==> config.mk <==
export PLATFORM = sky130hd
export DESIGN_NAME = nmea_position_extractor
export DESIGN_NICKNAME = d
export VERILOG_FILES = /design/src/design/npe_pkg.sv /design/src/design/npe_parser.sv /design/src/design/npe_convert.sv /design/src/design/nmea_position_extractor.sv
export VERILOG_INCLUDE_DIRS = /design/src /design/src/design
export SDC_FILE = /design/constraint.sdc
export NUM_CORES = 2
export LEC_CHECK = 0
export BUFFER_PORTS_ARGS = -buffer_cell sky130_fd_sc_hd__buf_2
export CAP_MARGIN = 20
export CORE_ASPECT_RATIO = 0.9
export CORE_MARGIN = 1.5
export CORE_UTILIZATION = 59
export CTS_CLUSTER_DIAMETER = 200
export CTS_CLUSTER_SIZE = 16
export DETAILED_ROUTE_END_ITERATION = 8
export GPL_ROUTABILITY_DRIVEN = 0
export PLACE_DENSITY_LB_ADDON = 0.2
export SLEW_MARGIN = 0
export SYNTH_ARGS = -nofsm -noshare
export SYNTH_HDL_FRONTEND = slang
export SYNTH_SLANG_ARGS = --single-unit
==> constraint.sdc <==
create_clock -name clk -period 26.9 [get_ports clk]
set_input_delay 2.69 -clock clk [delete_from_list [all_inputs] [get_ports clk]]
set_output_delay 2.69 -clock clk [all_outputs]
set_load 0.02 [all_outputs]
==> src/design/nmea_position_extractor_macros.svh <==
// Assertion helpers for the position extractor.
// Each helper is clocked on clk and disabled while rst_n is low.
`ifndef NMEA_POSITION_EXTRACTOR_MACROS_SVH
`define NMEA_POSITION_EXTRACTOR_MACROS_SVH

`ifndef SYNTHESIS

// Same-cycle implication.
`define NPE_ASSERT_IMPL(lbl, ante, cons) \
    lbl: assert property (@(posedge clk) disable iff (!rst_n) (ante) |-> (cons)) \
        else $error("npe assertion failed");

// Next-cycle implication.
`define NPE_ASSERT_NEXT(lbl, ante, cons) \
    lbl: assert property (@(posedge clk) disable iff (!rst_n) (ante) |=> (cons)) \
        else $error("npe assertion failed");

`else

`define NPE_ASSERT_IMPL(lbl, ante, cons)
`define NPE_ASSERT_NEXT(lbl, ante, cons)

`endif

`endif

==> src/design/npe_pkg.sv <==
package npe_pkg;

    localparam int unsigned LINE_LIMIT  = 99;
    localparam int unsigned FRAC_DIGITS = 5;

    localparam int unsigned CNT_W   = 7;
    localparam int unsigned FLD_W   = 5;
    localparam int unsigned INT_W   = 17;
    localparam int unsigned FRAC_W  = 17;
    localparam int unsigned FD_W    = 3;
    localparam int unsigned TAG_W   = 24;
    localparam int unsigned LAT_W   = 30;
    localparam int unsigned LON_W   = 31;
    localparam int unsigned DEG_W   = 11;
    localparam int unsigned MM_W    = 7;
    localparam int unsigned FSC_W   = 24;
    localparam int unsigned DPART_W = 34;
    localparam int unsigned M_W     = 30;
    localparam int unsigned QUO_W   = 24;
    localparam int unsigned VAL_W   = 35;

    localparam logic [TAG_W-1:0] TAG_RMC = 24'h524D43;
    localparam logic [TAG_W-1:0] TAG_GGA = 24'h474741;

    localparam logic [7:0] CH_LF    = 8'h0A;
    localparam logic [7:0] CH_COMMA = 8'h2C;
    localparam logic [7:0] CH_POINT = 8'h2E;
    localparam logic [7:0] CH_ZERO  = 8'h30;
    localparam logic [7:0] CH_NINE  = 8'h39;

    localparam logic [FLD_W-1:0] FLD_MAX     = 5'd31;
    localparam logic [FLD_W-1:0] FLD_ADDR    = 5'd0;
    localparam logic [FLD_W-1:0] RMC_LAT_FLD = 5'd3;
    localparam logic [FLD_W-1:0] RMC_LON_FLD = 5'd5;
    localparam logic [FLD_W-1:0] GGA_LAT_FLD = 5'd2;
    localparam logic [FLD_W-1:0] GGA_LON_FLD = 5'd4;

    localparam logic [INT_W-1:0] INT_MAX_ACC = 17'd131071;
    localparam logic [LAT_W-1:0] LAT_MAX     = 30'd900000000;
    localparam logic [LON_W-1:0] LON_MAX     = 31'd1800000000;

    // x / 100 for x < 2^17: (x * 167773) >> 24
    localparam logic [17:0]     DIV100_MUL   = 18'd167773;
    localparam int unsigned     DIV100_SHIFT = 24;
    // m / 60 for m < 10^9: (m * 1145324613) >> 36
    localparam logic [30:0]     DIV60_MUL    = 31'd1145324613;
    localparam int unsigned     DIV60_SHIFT  = 36;
    localparam logic [FSC_W-1:0] E7          = 24'd10000000;
    localparam logic [6:0]      HUNDRED      = 7'd100;

    typedef enum logic [1:0] {
        KIND_NONE = 2'd0,
        KIND_RMC  = 2'd1,
        KIND_GGA  = 2'd2
    } kind_t;

    // Control bits of one field-end request as it moves down the pipe.
    typedef struct packed {
        logic valid;
        logic conv_lat;
        logic conv_lon;
        logic emit;
        logic gga;
    } evt_ctl_t;

    // Raw ddmm.mmmmm digits of the field that just ended.
    typedef struct packed {
        logic [INT_W-1:0]  int_val;
        logic [FRAC_W-1:0] frac_val;
        logic [FD_W-1:0]   frac_digits;
    } num_t;

    // 10^(7 - fd): scales the fraction so that 10^7 / 10^fd stays integral.
    function automatic logic [FSC_W-1:0] frac_scale(input logic [FD_W-1:0] fd);
        logic [FSC_W-1:0] s;
        case (fd)
            3'd0:    s = 24'd10000000;
            3'd1:    s = 24'd1000000;
            3'd2:    s = 24'd100000;
            3'd3:    s = 24'd10000;
            3'd4:    s = 24'd1000;
            default: s = 24'd100;
        endcase
        return s;
    endfunction

endpackage

==> src/design/npe_parser.sv <==
module npe_parser (
    input  logic               clk,
    input  logic               rst_n,
    input  logic               accept,
    input  logic               adv,
    input  logic [7:0]         rx_byte,
    output npe_pkg::evt_ctl_t  evt_ctl,
    output npe_pkg::num_t      evt_num
);
    import npe_pkg::*;

    logic [CNT_W-1:0]  char_count_reg,  char_count_next;
    logic [FLD_W-1:0]  field_index_reg, field_index_next;
    logic [TAG_W-1:0]  header_tail_reg, header_tail_next;
    kind_t             kind_seen_reg,   kind_seen_next;
    logic [INT_W-1:0]  int_accum_reg,   int_accum_next;
    logic [FRAC_W-1:0] frac_accum_reg,  frac_accum_next;
    logic [FD_W-1:0]   frac_digits_reg, frac_digits_next;
    logic              after_point_reg, after_point_next;
    evt_ctl_t          evt_ctl_reg,     evt_ctl_next;
    num_t              evt_num_reg;

    logic              is_lf, is_comma, is_digit, is_point, in_limit;
    kind_t             hdr_kind, kind_eff;
    logic [3:0]        digit;
    logic [INT_W+3:0]  int_mac;
    logic [FRAC_W+3:0] frac_mac;

    always_comb
    begin
        is_lf    = (rx_byte == CH_LF);
        is_comma = (rx_byte == CH_COMMA);
        is_point = (rx_byte == CH_POINT);
        is_digit = (rx_byte >= CH_ZERO) && (rx_byte <= CH_NINE);
        in_limit = (char_count_reg < CNT_W'(LINE_LIMIT));
        digit    = 4'(rx_byte - CH_ZERO);
        int_mac  = ({4'b0, int_accum_reg} << 3) + ({4'b0, int_accum_reg} << 1)
                   + (INT_W+4)'(digit);
        frac_mac = ({4'b0, frac_accum_reg} << 3) + ({4'b0, frac_accum_reg} << 1)
                   + (FRAC_W+4)'(digit);

        if (header_tail_reg == TAG_RMC)
            hdr_kind = KIND_RMC;
        else if (header_tail_reg == TAG_GGA)
            hdr_kind = KIND_GGA;
        else
            hdr_kind = KIND_NONE;

        kind_eff = (field_index_reg == FLD_ADDR) ? hdr_kind : kind_seen_reg;

        // field-end request
        evt_ctl_next = '0;
        if (accept && (is_lf || (is_comma && in_limit)) && field_index_reg != FLD_ADDR)
        begin
            unique case (kind_seen_reg)
                KIND_RMC:
                begin
                    evt_ctl_next.conv_lat = (field_index_reg == RMC_LAT_FLD);
                    evt_ctl_next.conv_lon = (field_index_reg == RMC_LON_FLD);
                end
                KIND_GGA:
                begin
                    evt_ctl_next.conv_lat = (field_index_reg == GGA_LAT_FLD);
                    evt_ctl_next.conv_lon = (field_index_reg == GGA_LON_FLD);
                end
                default: ;
            endcase
        end
        evt_ctl_next.emit  = accept && is_lf && (kind_eff != KIND_NONE);
        evt_ctl_next.gga   = (kind_eff == KIND_GGA);
        evt_ctl_next.valid = evt_ctl_next.conv_lat || evt_ctl_next.conv_lon
                             || evt_ctl_next.emit;

        char_count_next  = char_count_reg;
        field_index_next = field_index_reg;
        header_tail_next = header_tail_reg;
        kind_seen_next   = kind_seen_reg;
        int_accum_next   = int_accum_reg;
        frac_accum_next  = frac_accum_reg;
        frac_digits_next = frac_digits_reg;
        after_point_next = after_point_reg;

        if (accept)
        begin
            if (is_lf)
            begin
                char_count_next  = '0;
                field_index_next = '0;
                header_tail_next = '0;
                kind_seen_next   = KIND_NONE;
                int_accum_next   = '0;
                frac_accum_next  = '0;
                frac_digits_next = '0;
                after_point_next = 1'b0;
            end
            else if (in_limit)
            begin
                char_count_next = char_count_reg + 1'b1;
                if (is_comma)
                begin
                    if (field_index_reg == FLD_ADDR)
                        kind_seen_next = hdr_kind;
                    if (field_index_reg != FLD_MAX)
                        field_index_next = field_index_reg + 1'b1;
                    int_accum_next   = '0;
                    frac_accum_next  = '0;
                    frac_digits_next = '0;
                    after_point_next = 1'b0;
                end
                else
                begin
                    if (field_index_reg == FLD_ADDR)
                        header_tail_next = {header_tail_reg[TAG_W-9:0], rx_byte};
                    if (is_digit)
                    begin
                        if (!after_point_reg)
                        begin
                            int_accum_next = (int_mac > (INT_W+4)'(INT_MAX_ACC))
                                             ? INT_MAX_ACC : int_mac[INT_W-1:0];
                        end
                        else if (frac_digits_reg < FD_W'(FRAC_DIGITS))
                        begin
                            frac_accum_next  = frac_mac[FRAC_W-1:0];
                            frac_digits_next = frac_digits_reg + 1'b1;
                        end
                    end
                    else if (is_point)
                    begin
                        after_point_next = 1'b1;
                    end
                end
            end
        end
    end

    always_ff @(posedge clk or negedge rst_n)
    begin
        if (!rst_n)
        begin
            char_count_reg  <= '0;
            field_index_reg <= '0;
            header_tail_reg <= '0;
            kind_seen_reg   <= KIND_NONE;
            int_accum_reg   <= '0;
            frac_accum_reg  <= '0;
            frac_digits_reg <= '0;
            after_point_reg <= 1'b0;
            evt_ctl_reg     <= '0;
        end
        else
        begin
            char_count_reg  <= char_count_next;
            field_index_reg <= field_index_next;
            header_tail_reg <= header_tail_next;
            kind_seen_reg   <= kind_seen_next;
            int_accum_reg   <= int_accum_next;
            frac_accum_reg  <= frac_accum_next;
            frac_digits_reg <= frac_digits_next;
            after_point_reg <= after_point_next;
            if (adv)
                evt_ctl_reg <= evt_ctl_next;
        end
    end

    always_ff @(posedge clk)
    begin
        if (adv)
        begin
            evt_num_reg.int_val     <= int_accum_reg;
            evt_num_reg.frac_val    <= frac_accum_reg;
            evt_num_reg.frac_digits <= frac_digits_reg;
        end
    end

    assign evt_ctl = evt_ctl_reg;
    assign evt_num = evt_num_reg;

endmodule

==> src/design/npe_convert.sv <==
module npe_convert (
    input  logic                        clk,
    input  logic                        rst_n,
    input  logic                        adv,
    input  npe_pkg::evt_ctl_t           in_ctl,
    input  npe_pkg::num_t               in_num,
    output npe_pkg::evt_ctl_t           out_ctl,
    output logic [npe_pkg::VAL_W-1:0]   out_value
);
    import npe_pkg::*;

    evt_ctl_t           ctl2_reg, ctl3_reg, ctl4_reg, ctl5_reg;
    logic [INT_W-1:0]   int2_reg;
    logic [DEG_W-1:0]   deg2_reg;
    logic [FSC_W-1:0]   fsc2_reg, fsc3_reg;
    logic [MM_W-1:0]    mm3_reg;
    logic [DPART_W-1:0] dpart3_reg, dpart4_reg, dpart5_reg;
    logic [M_W-1:0]     m4_reg;
    logic [QUO_W-1:0]   quo5_reg;

    logic [INT_W+17:0]  deg_prod;
    logic [FRAC_W+FSC_W-1:0] fsc_prod;
    logic [INT_W-1:0]   mm_full;
    logic [M_W+30:0]    quo_prod;

    always_comb
    begin
        // degrees = ddmm / 100, fraction scaled to 10^-7 minute units
        deg_prod = (INT_W+18)'(in_num.int_val) * (INT_W+18)'(DIV100_MUL);
        fsc_prod = (FRAC_W+FSC_W)'(in_num.frac_val)
                   * (FRAC_W+FSC_W)'(frac_scale(in_num.frac_digits));
        mm_full  = int2_reg - INT_W'(INT_W'(deg2_reg) * INT_W'(HUNDRED));
        quo_prod = (M_W+31)'(m4_reg) * (M_W+31)'(DIV60_MUL);
    end

    always_ff @(posedge clk or negedge rst_n)
    begin
        if (!rst_n)
        begin
            ctl2_reg <= '0;
            ctl3_reg <= '0;
            ctl4_reg <= '0;
            ctl5_reg <= '0;
        end
        else if (adv)
        begin
            ctl2_reg <= in_ctl;
            ctl3_reg <= ctl2_reg;
            ctl4_reg <= ctl3_reg;
            ctl5_reg <= ctl4_reg;
        end
    end

    always_ff @(posedge clk)
    begin
        if (adv)
        begin
            int2_reg   <= in_num.int_val;
            deg2_reg   <= deg_prod[DIV100_SHIFT +: DEG_W];
            fsc2_reg   <= fsc_prod[FSC_W-1:0];
            mm3_reg    <= mm_full[MM_W-1:0];
            dpart3_reg <= DPART_W'(deg2_reg) * DPART_W'(E7);
            fsc3_reg   <= fsc2_reg;
            m4_reg     <= M_W'(mm3_reg) * M_W'(E7) + M_W'(fsc3_reg);
            dpart4_reg <= dpart3_reg;
            quo5_reg   <= quo_prod[DIV60_SHIFT +: QUO_W];
            dpart5_reg <= dpart4_reg;
        end
    end

    assign out_ctl   = ctl5_reg;
    assign out_value = VAL_W'(dpart5_reg) + VAL_W'(quo5_reg);

endmodule

==> src/design/nmea_position_extractor.sv <==
// NMEA position extractor: RMC and GGA latitude and longitude to 1e-7 degree.
// Throughput: one received byte per cycle; in_ready drops only while a result
// sits unclaimed in the output register and another one is at the pipe's end.
// Path: a line feed's request is registered in the parser, moves through the conversion pipe
// (divide by 100, scale, divide by 60) and then loads the output register that drives out_valid.
// Reset: asynchronous, active low; clears line state, both latches and all valid bits.
module nmea_position_extractor (
    input  logic        clk,
    input  logic        rst_n,
    input  logic        in_valid,
    output logic        in_ready,
    input  logic [7:0]  rx_byte,
    output logic        out_valid,
    input  logic        out_ready,
    output logic [29:0] lat_e7,
    output logic [30:0] lon_e7,
    output logic        sentence_kind,
    output logic        fix_valid
);
    import npe_pkg::*;

    `include "nmea_position_extractor_macros.svh"

    // Pipe control: the whole pipe moves together. It holds only when the
    // request at its end carries a result and the output register is still full.
    logic            adv;
    logic            accept;

    evt_ctl_t        p1_ctl;
    num_t            p1_num;
    evt_ctl_t        fin_ctl;
    logic [VAL_W-1:0] fin_value;

    logic [LAT_W-1:0] lat_latch_reg, lat_new;
    logic [LON_W-1:0] lon_latch_reg, lon_new;
    logic [LAT_W-1:0] lat_sat;
    logic [LON_W-1:0] lon_sat;
    logic             load_out;

    logic             out_valid_reg;
    logic [LAT_W-1:0] lat_out_reg;
    logic [LON_W-1:0] lon_out_reg;
    logic             kind_out_reg;
    logic             fix_out_reg;

    assign adv      = !(fin_ctl.valid && fin_ctl.emit && out_valid_reg && !out_ready);
    assign in_ready = adv;
    assign accept   = in_valid && in_ready;

    // Front end: splits lines into fields and issues a request at each field end
    // that touches a latch or closes a known sentence.
    npe_parser u_parser (
        .clk     (clk),
        .rst_n   (rst_n),
        .accept  (accept),
        .adv     (adv),
        .rx_byte (rx_byte),
        .evt_ctl (p1_ctl),
        .evt_num (p1_num)
    );

    // ddmm.mmmmm to degrees * 10^7, before saturation.
    npe_convert u_convert (
        .clk       (clk),
        .rst_n     (rst_n),
        .adv       (adv),
        .in_ctl    (p1_ctl),
        .in_num    (p1_num),
        .out_ctl   (fin_ctl),
        .out_value (fin_value)
    );

    always_comb
    begin
        // Clamp out-of-range coordinates.
        lat_sat = (fin_value > VAL_W'(LAT_MAX)) ? LAT_MAX : fin_value[LAT_W-1:0];
        lon_sat = (fin_value > VAL_W'(LON_MAX)) ? LON_MAX : fin_value[LON_W-1:0];

        // A line feed can close the longitude field and report in one request,
        // so the result sees the freshly converted value.
        lat_new = (fin_ctl.valid && fin_ctl.conv_lat) ? lat_sat : lat_latch_reg;
        lon_new = (fin_ctl.valid && fin_ctl.conv_lon) ? lon_sat : lon_latch_reg;

        load_out = adv && fin_ctl.valid && fin_ctl.emit;
    end

    always_ff @(posedge clk or negedge rst_n)
    begin
        if (!rst_n)
        begin
            lat_latch_reg <= '0;
            lon_latch_reg <= '0;
            out_valid_reg <= 1'b0;
        end
        else
        begin
            if (adv)
            begin
                lat_latch_reg <= lat_new;
                lon_latch_reg <= lon_new;
            end
            // Drop the taken result, then load a new one if it arrives.
            if (load_out)
                out_valid_reg <= 1'b1;
            else if (out_ready)
                out_valid_reg <= 1'b0;
        end
    end

    always_ff @(posedge clk)
    begin
        if (load_out)
        begin
            lat_out_reg  <= lat_new;
            lon_out_reg  <= lon_new;
            kind_out_reg <= fin_ctl.gga;
            fix_out_reg  <= (lat_new != '0) && (lon_new != '0);
        end
    end

    assign out_valid     = out_valid_reg;
    assign lat_e7        = lat_out_reg;
    assign lon_e7        = lon_out_reg;
    assign sentence_kind = kind_out_reg;
    assign fix_valid     = fix_out_reg;

    `NPE_ASSERT_IMPL(a_fix_matches, out_valid, fix_valid == ((lat_e7 != '0) && (lon_e7 != '0)))
    `NPE_ASSERT_IMPL(a_range, out_valid, (lat_e7 <= LAT_MAX) && (lon_e7 <= LON_MAX))
    `NPE_ASSERT_NEXT(a_result_lands, load_out, out_valid)
    `NPE_ASSERT_IMPL(a_no_overwrite, out_valid && !out_ready && fin_ctl.valid && fin_ctl.emit, !in_ready)

endmodule
* Word-level counts from Yosys, hierarchy flattened *
Cells that the tools add are included.

storage, ports and cells
  flip-flop bits (word level) = 471
  output and inout bits = 65
  logic and storage cells = 187

cells by class
  add/sub/neg operators = 11
  $mul = 6
  order comparisons = 7
  equal/unequal tests = 20
  mux-type cells = 48
  reductions and logical operators = 42

operator list
  kind                                                  number
  two-way mux 17 bit                                    12
  one-hot mux 24 bit (5 select lines)                   1
  two-way mux 24 bit                                    4
  two-way mux 31 bit                                    2
  multiplier 30 x 31 -> 60 bit, second input constant   1
  two-way mux 30 bit                                    2
  == test 24 x 23 -> 1 bit, second input constant       2
  adder 34 x 24 -> 35 bit                               1
  > comparator 35 x 30 -> 1 bit, second input constant  1
  > comparator 35 x 31 -> 1 bit, second input constant  1
  multiplier 17 x 18 -> 35 bit, second input constant   1
  nonzero test 31 bit                                   1
  adder 30 x 24 -> 30 bit                               1
  nonzero test 30 bit                                   1
  multiplier 11 x 17 -> 27 bit, second input constant   1
  multiplier 17 x 24 -> 24 bit                          1
  multiplier 7 x 17 -> 23 bit, second input constant    1
  adder 20 x 18 -> 21 bit                               1
  adder 21 x 4 -> 21 bit                                1
  > comparator 21 x 17 -> 1 bit, second input constant  1
  two-way mux 5 bit                                     4
  two-way mux 3 bit                                     6
  adder 17 bit                                          1
  adder 17 x 4 -> 17 bit                                1
  other kinds (39)                                      85

* Logic depth before layout (Yosys ltp) *
  depth after elaboration = 10
  gate-level depth with buffers = 28

* Cells and area by module *
From an unflattened synthesis, not the netlist that was laid out.

unflattened totals
  cells, all modules = 4209
  area, all modules = 45230.9 sq um

by module, submodules not included
  module                   times used  cells each  area an instance (sq um)  seq. area each (sq um)
  npe_convert              1           3161        33045.4                   6566.3
  npe_parser               1           585         6444.9                    3138.0
  nmea_position_extractor  1           463         5740.5                    3443.3

* Least setup slack after synthesis *
No wires, ideal clock.

  path type = input-to-output
  start point = input port out_ready
  end point = output port in_ready
  arrival = 10.109 ns
  required time = 24.210 ns
  slack = 14.101 ns
  stages on the path = 5
  buffers on the path = 2
  path through = nand2b_1 nor2_1 inv_2 clkbuf_1 clkbuf_1

on the way
  word-level cells in the longest chain between the ends = 3

RTL lines
  element            line                           RTL
  start, declared    nmea_position_extractor.sv:14  input logic out_ready,
  logical NOT 1 bit  nmea_position_extractor.sv:46  assign adv = !(fin_ctl.valid && fin_ctl.emit && out_valid_reg && !out_ready);
  logical AND 1 bit  nmea_position_extractor.sv:46
  logical NOT 1 bit  nmea_position_extractor.sv:46
  end, declared      nmea_position_extractor.sv:11  output logic in_ready,

Every way passes these cells.

* Worst setup path in the final report *
  start point = register u_convert.m4_reg[6]
  end point = register u_convert.quo5_reg[23] (data pin)

on the way
  word-level cells in the longest chain between the ends = 1

RTL lines
  element                           line               RTL
  start, declared                   npe_convert.sv:18  logic [M_W-1:0] m4_reg;
  start signal, assigned            npe_convert.sv:64  m4_reg <= M_W'(mm3_reg) * M_W'(E7) + M_W'(fsc3_reg);
  multiplier 30 x 31 -> 60 bit      npe_convert.sv:33  quo_prod = (M_W+31)'(m4_reg) * (M_W+31)'(DIV60_MUL);
  named net u_convert.quo_prod[59]  npe_convert.sv:24  logic [M_W+30:0] quo_prod;
  end signal, assigned              npe_convert.sv:66  quo5_reg <= quo_prod[DIV60_SHIFT +: QUO_W];
  end, declared                     npe_convert.sv:19  logic [QUO_W-1:0] quo5_reg;

The timed path passes the listed nets, and every way through them passes these cells.
A chain may end at the register's enable or synchronous reset.

==> reports/metrics.yaml <==
status:
  status: "finished clean"
critical_path:
  r2r-start: "u_convert.m4_reg[6]"
  arrival_ns: 7.49
  r2r_cells: 22
  end_kind: "register"
  crit_type: "reg -> reg"
  crit_path_start_kind: "register"
  r2r_end: "u_convert.quo5_reg[23]"
  cp_max_fo: 5
  startpoint: "u_convert.m4_reg[6]"
  cp.required_ns: 27.22
  r2r_slack_ns: 19.73
die:
  die_y_um: 263
  coreArea_mm2: 0.0745
  pin_count: 77
  die_x_um: 292
  die-area_mm2: 0.0769
  start_util_pct: 59.6
  placementRows: 95
layout:
  layout_commonest_cell: "inv_1"
  drive_gt1_share_pct: 5.73
  most-common-layout-cells: "inv_1 (810), ha_1 (729), fa_1 (438), edfxtp_1 (302), nand2_1 (251)"
  area_delta_synth_final_pct: 5.71
  largest_reg_flops: 37
  final_nets: 5345
clock_tree:
  postCtsSetupBuffers: 0
  ctsResizeCount: 0
  cts-htree-levels: 2
  ctsLongestPathBuffers: 3
  clkSlewWorstSetupHoldPaths_ns: 0.09
  insertion_delay_ns: 0.60
  cts-hold-fix-buffers: 0
  tritoncts: "yes"
  clockRootBuffer: "clkbuf_16"
  numCtsBuffers: 35
  clkSinkCount: 465
flow_run:
  max_cap_violations: 0
sta:
  setup_viol: 0
  finalHoldViolCount: 0
  max_slew_margin_pct: 26.0
  finalSetupTns_ns: 0
  fmax_mhz: 139
  drv_slew: 0
  finalCritPeriodShare_pct: 26.6
  fin_skew_ns: 0.0379
  rsz0062_at_grt: "no"
  tightest_slew_ns: 1.11
  period_needed_ns: 7.17
synth:
  syn_inst: 4116
  synthAdderAreaFrac_pct: 40.3
  synth_seq_cells: 465
  synth_cell_type_count: 80
  syn_area_mm2: 0.0444
  syn_avg_cell_area_um2: 10.8
  synth_mux_area_share_pct: 1.67
  synthArstFlopShare_pct: 35.1
  synth_top_family_by_area: "adder cells"
  ys.flop_type: "edfxtp_1"
  synth_xor_area_share_pct: 3.45
  synth_seq_area_share_pct: 29.6
  synth_compound_area_share_pct: 8.43
  synth-warning-count: 0
  syn_nets: 5295
  synth-simple-area-share_pct: 8.97
  synth-edff-count: 302
detailed_routing:
  num_vias: 28501
  routedWlPerCell_um: 17.3
  drt_first_iter_violations: 1517
  wirelength_um: 89300
  route.detailed.drc: 0
  dr.pass1.iters: 6
  vias_per_cell: 5.52
  antenna_left: 0
global_routing:
  grt_overflow: 0
  grt_start_max_net_pins: 202
  grt_pass1_vias: 29137
  antenna_found_initial: 4
  grtUsageTotal_pct: 23.8
  grt_pass1_wl_um: 148000
hold_path:
  hold_class: "reg -> reg"
  hold_path_depth: 0
  hold_path_end: "u_convert.m4_reg[6]"
  hold_path.startpoint: "u_convert.fsc3_reg[6]"
placement:
  hpwl_um: 71400
  port_buffers: 76
-- synthesized netlist by cell type (8+ instances only) --
cell type | instances | area share [%]
nand3_1 | 40 | 0.45
and2_1 | 91 | 1.3
a211oi_1 | 18 | 0.30
edfxtp_1 | 302 | 20
ha_1 | 729 | 21
a21oi_1 | 102 | 1.1
xor2_1 | 51 | 1.0
mux2_2 | 65 | 1.6
a21o_1 | 38 | 0.64
nor3_1 | 39 | 0.44
nor2_1 | 183 | 1.5
o21ai_0 | 102 | 1.1
nand2b_1 | 26 | 0.37
o21a_1 | 31 | 0.52
and3_1 | 28 | 0.39
nand2_1 | 251 | 2.1
nor2b_1 | 23 | 0.32
fa_1 | 438 | 20
xnor2_1 | 124 | 2.4
nor4_1 | 18 | 0.25
inv_1 | 810 | 6.8
nand4_1 | 36 | 0.51
o211ai_1 | 11 | 0.19
or2_2 | 20 | 0.28
clkbuf_1 | 76 | 0.64
o21ai_1 | 14 | 0.16
a31oi_1 | 16 | 0.23
or3_1 | 21 | 0.30
o31ai_1 | 13 | 0.22
o21bai_1 | 8 | 0.14
a21boi_0 | 17 | 0.29
a22o_1 | 74 | 1.5
dfrtp_1 | 163 | 9.2
a211o_1 | 11 | 0.22
-- kinds of logic (layout without fill, tap and decap cells) --
| group | count (synthesis) | count (layout) |
|---|---|---|
| fa+ha+maj | 1167 | 1167 |
| mux | 66 | 66 |
| compound gates | 537 | 537 |
| xor+xnor | 175 | 175 |
| simple gates | 813 | 813 |
| flops | 465 | 465 |
| other cells | 0 | 4 |
| buf+inv | 893 | 969 |
-- worst max-delay path, stage by stage (launching register included) --
cell	delay (ns)
edfxtp_1	0.50
ha_1	0.39
ha_1	0.35
inv_1	0.07
fa_1	0.68
fa_1	0.47
fa_1	0.46
fa_1	0.51
inv_1	0.04
ha_1	0.29
ha_1	0.32
a21o_1	0.16
a211oi_1	0.35
nor2b_1	0.24
o211ai_1	0.20
a221o_1	0.40
o211a_1	0.29
a31o_2	0.26
a21oi_1	0.22
a21oi_1	0.15
a31o_2	0.29
a21oi_1	0.17
xnor2_1	0.08
-- stage by stage --
step	area (um^2)	worst slack (ns)	utilization (%)	std cells	hold WS [ns]
3_5_place_dp	45900	19.73	61.5	5096	0.405
4_1_cts	46900	19.66	62.9	5159	0.400
5_1_grt	46900	19.16	63.0	5162	0.404
3_3_place_gp	45900	19.82	61.5	5096	0.401
2_1_floorplan	44400	14.10	-	4116	0.400
6_report	46900	19.73	63.0	5166	0.396
-- per-layer routing --
| metal | vias to the layer above | global-route usage, % | share of wire [%] |
|---|---|---|---|
| li1 | 13891 | - | - |
| met1 | 13834 | 33.3 | 46 |
| met2 | 649 | 39.3 | 47 |
| met3 | 127 | 3.33 | 5.0 |
| met4 | 0 | 5.79 | 2.2 |
| met5 | - | 0 | 0 |
-- cell type report --
cell class / count / area, um^2
Clock buffer: 59 / 966
Tap cell: 970 / 1210
Timing Repair Buffer: 95 / 568
Fill cell: 5982 / 27600
Clock inverter: 4 / 71.3
Antenna cell: 4 / 10.0
Multi-Input combinational cell: 2758 / 27900
Inverter: 811 / 3050
Sequential cell: 465 / 13100
-- worst max path at each step --
| stage | to | slack, ns | cells after the start |
|---|---|---|---|
| after floorplan | in_ready | 14.10 | 5 |
| after global placement | u_convert.quo5_reg[23] | 19.82 | 22 |
| after detailed placement | u_convert.quo5_reg[23] | 19.73 | 22 |
| after CTS | u_convert.quo5_reg[23] | 19.66 | 22 |
| after global routing | u_convert.fsc2_reg[23] | 19.16 | 24 |
| final | u_convert.quo5_reg[23] | 19.73 | 22 |
Power is not shown: default switching activity piles up to over one toggle a cycle in this logic, so the estimate is an artifact.
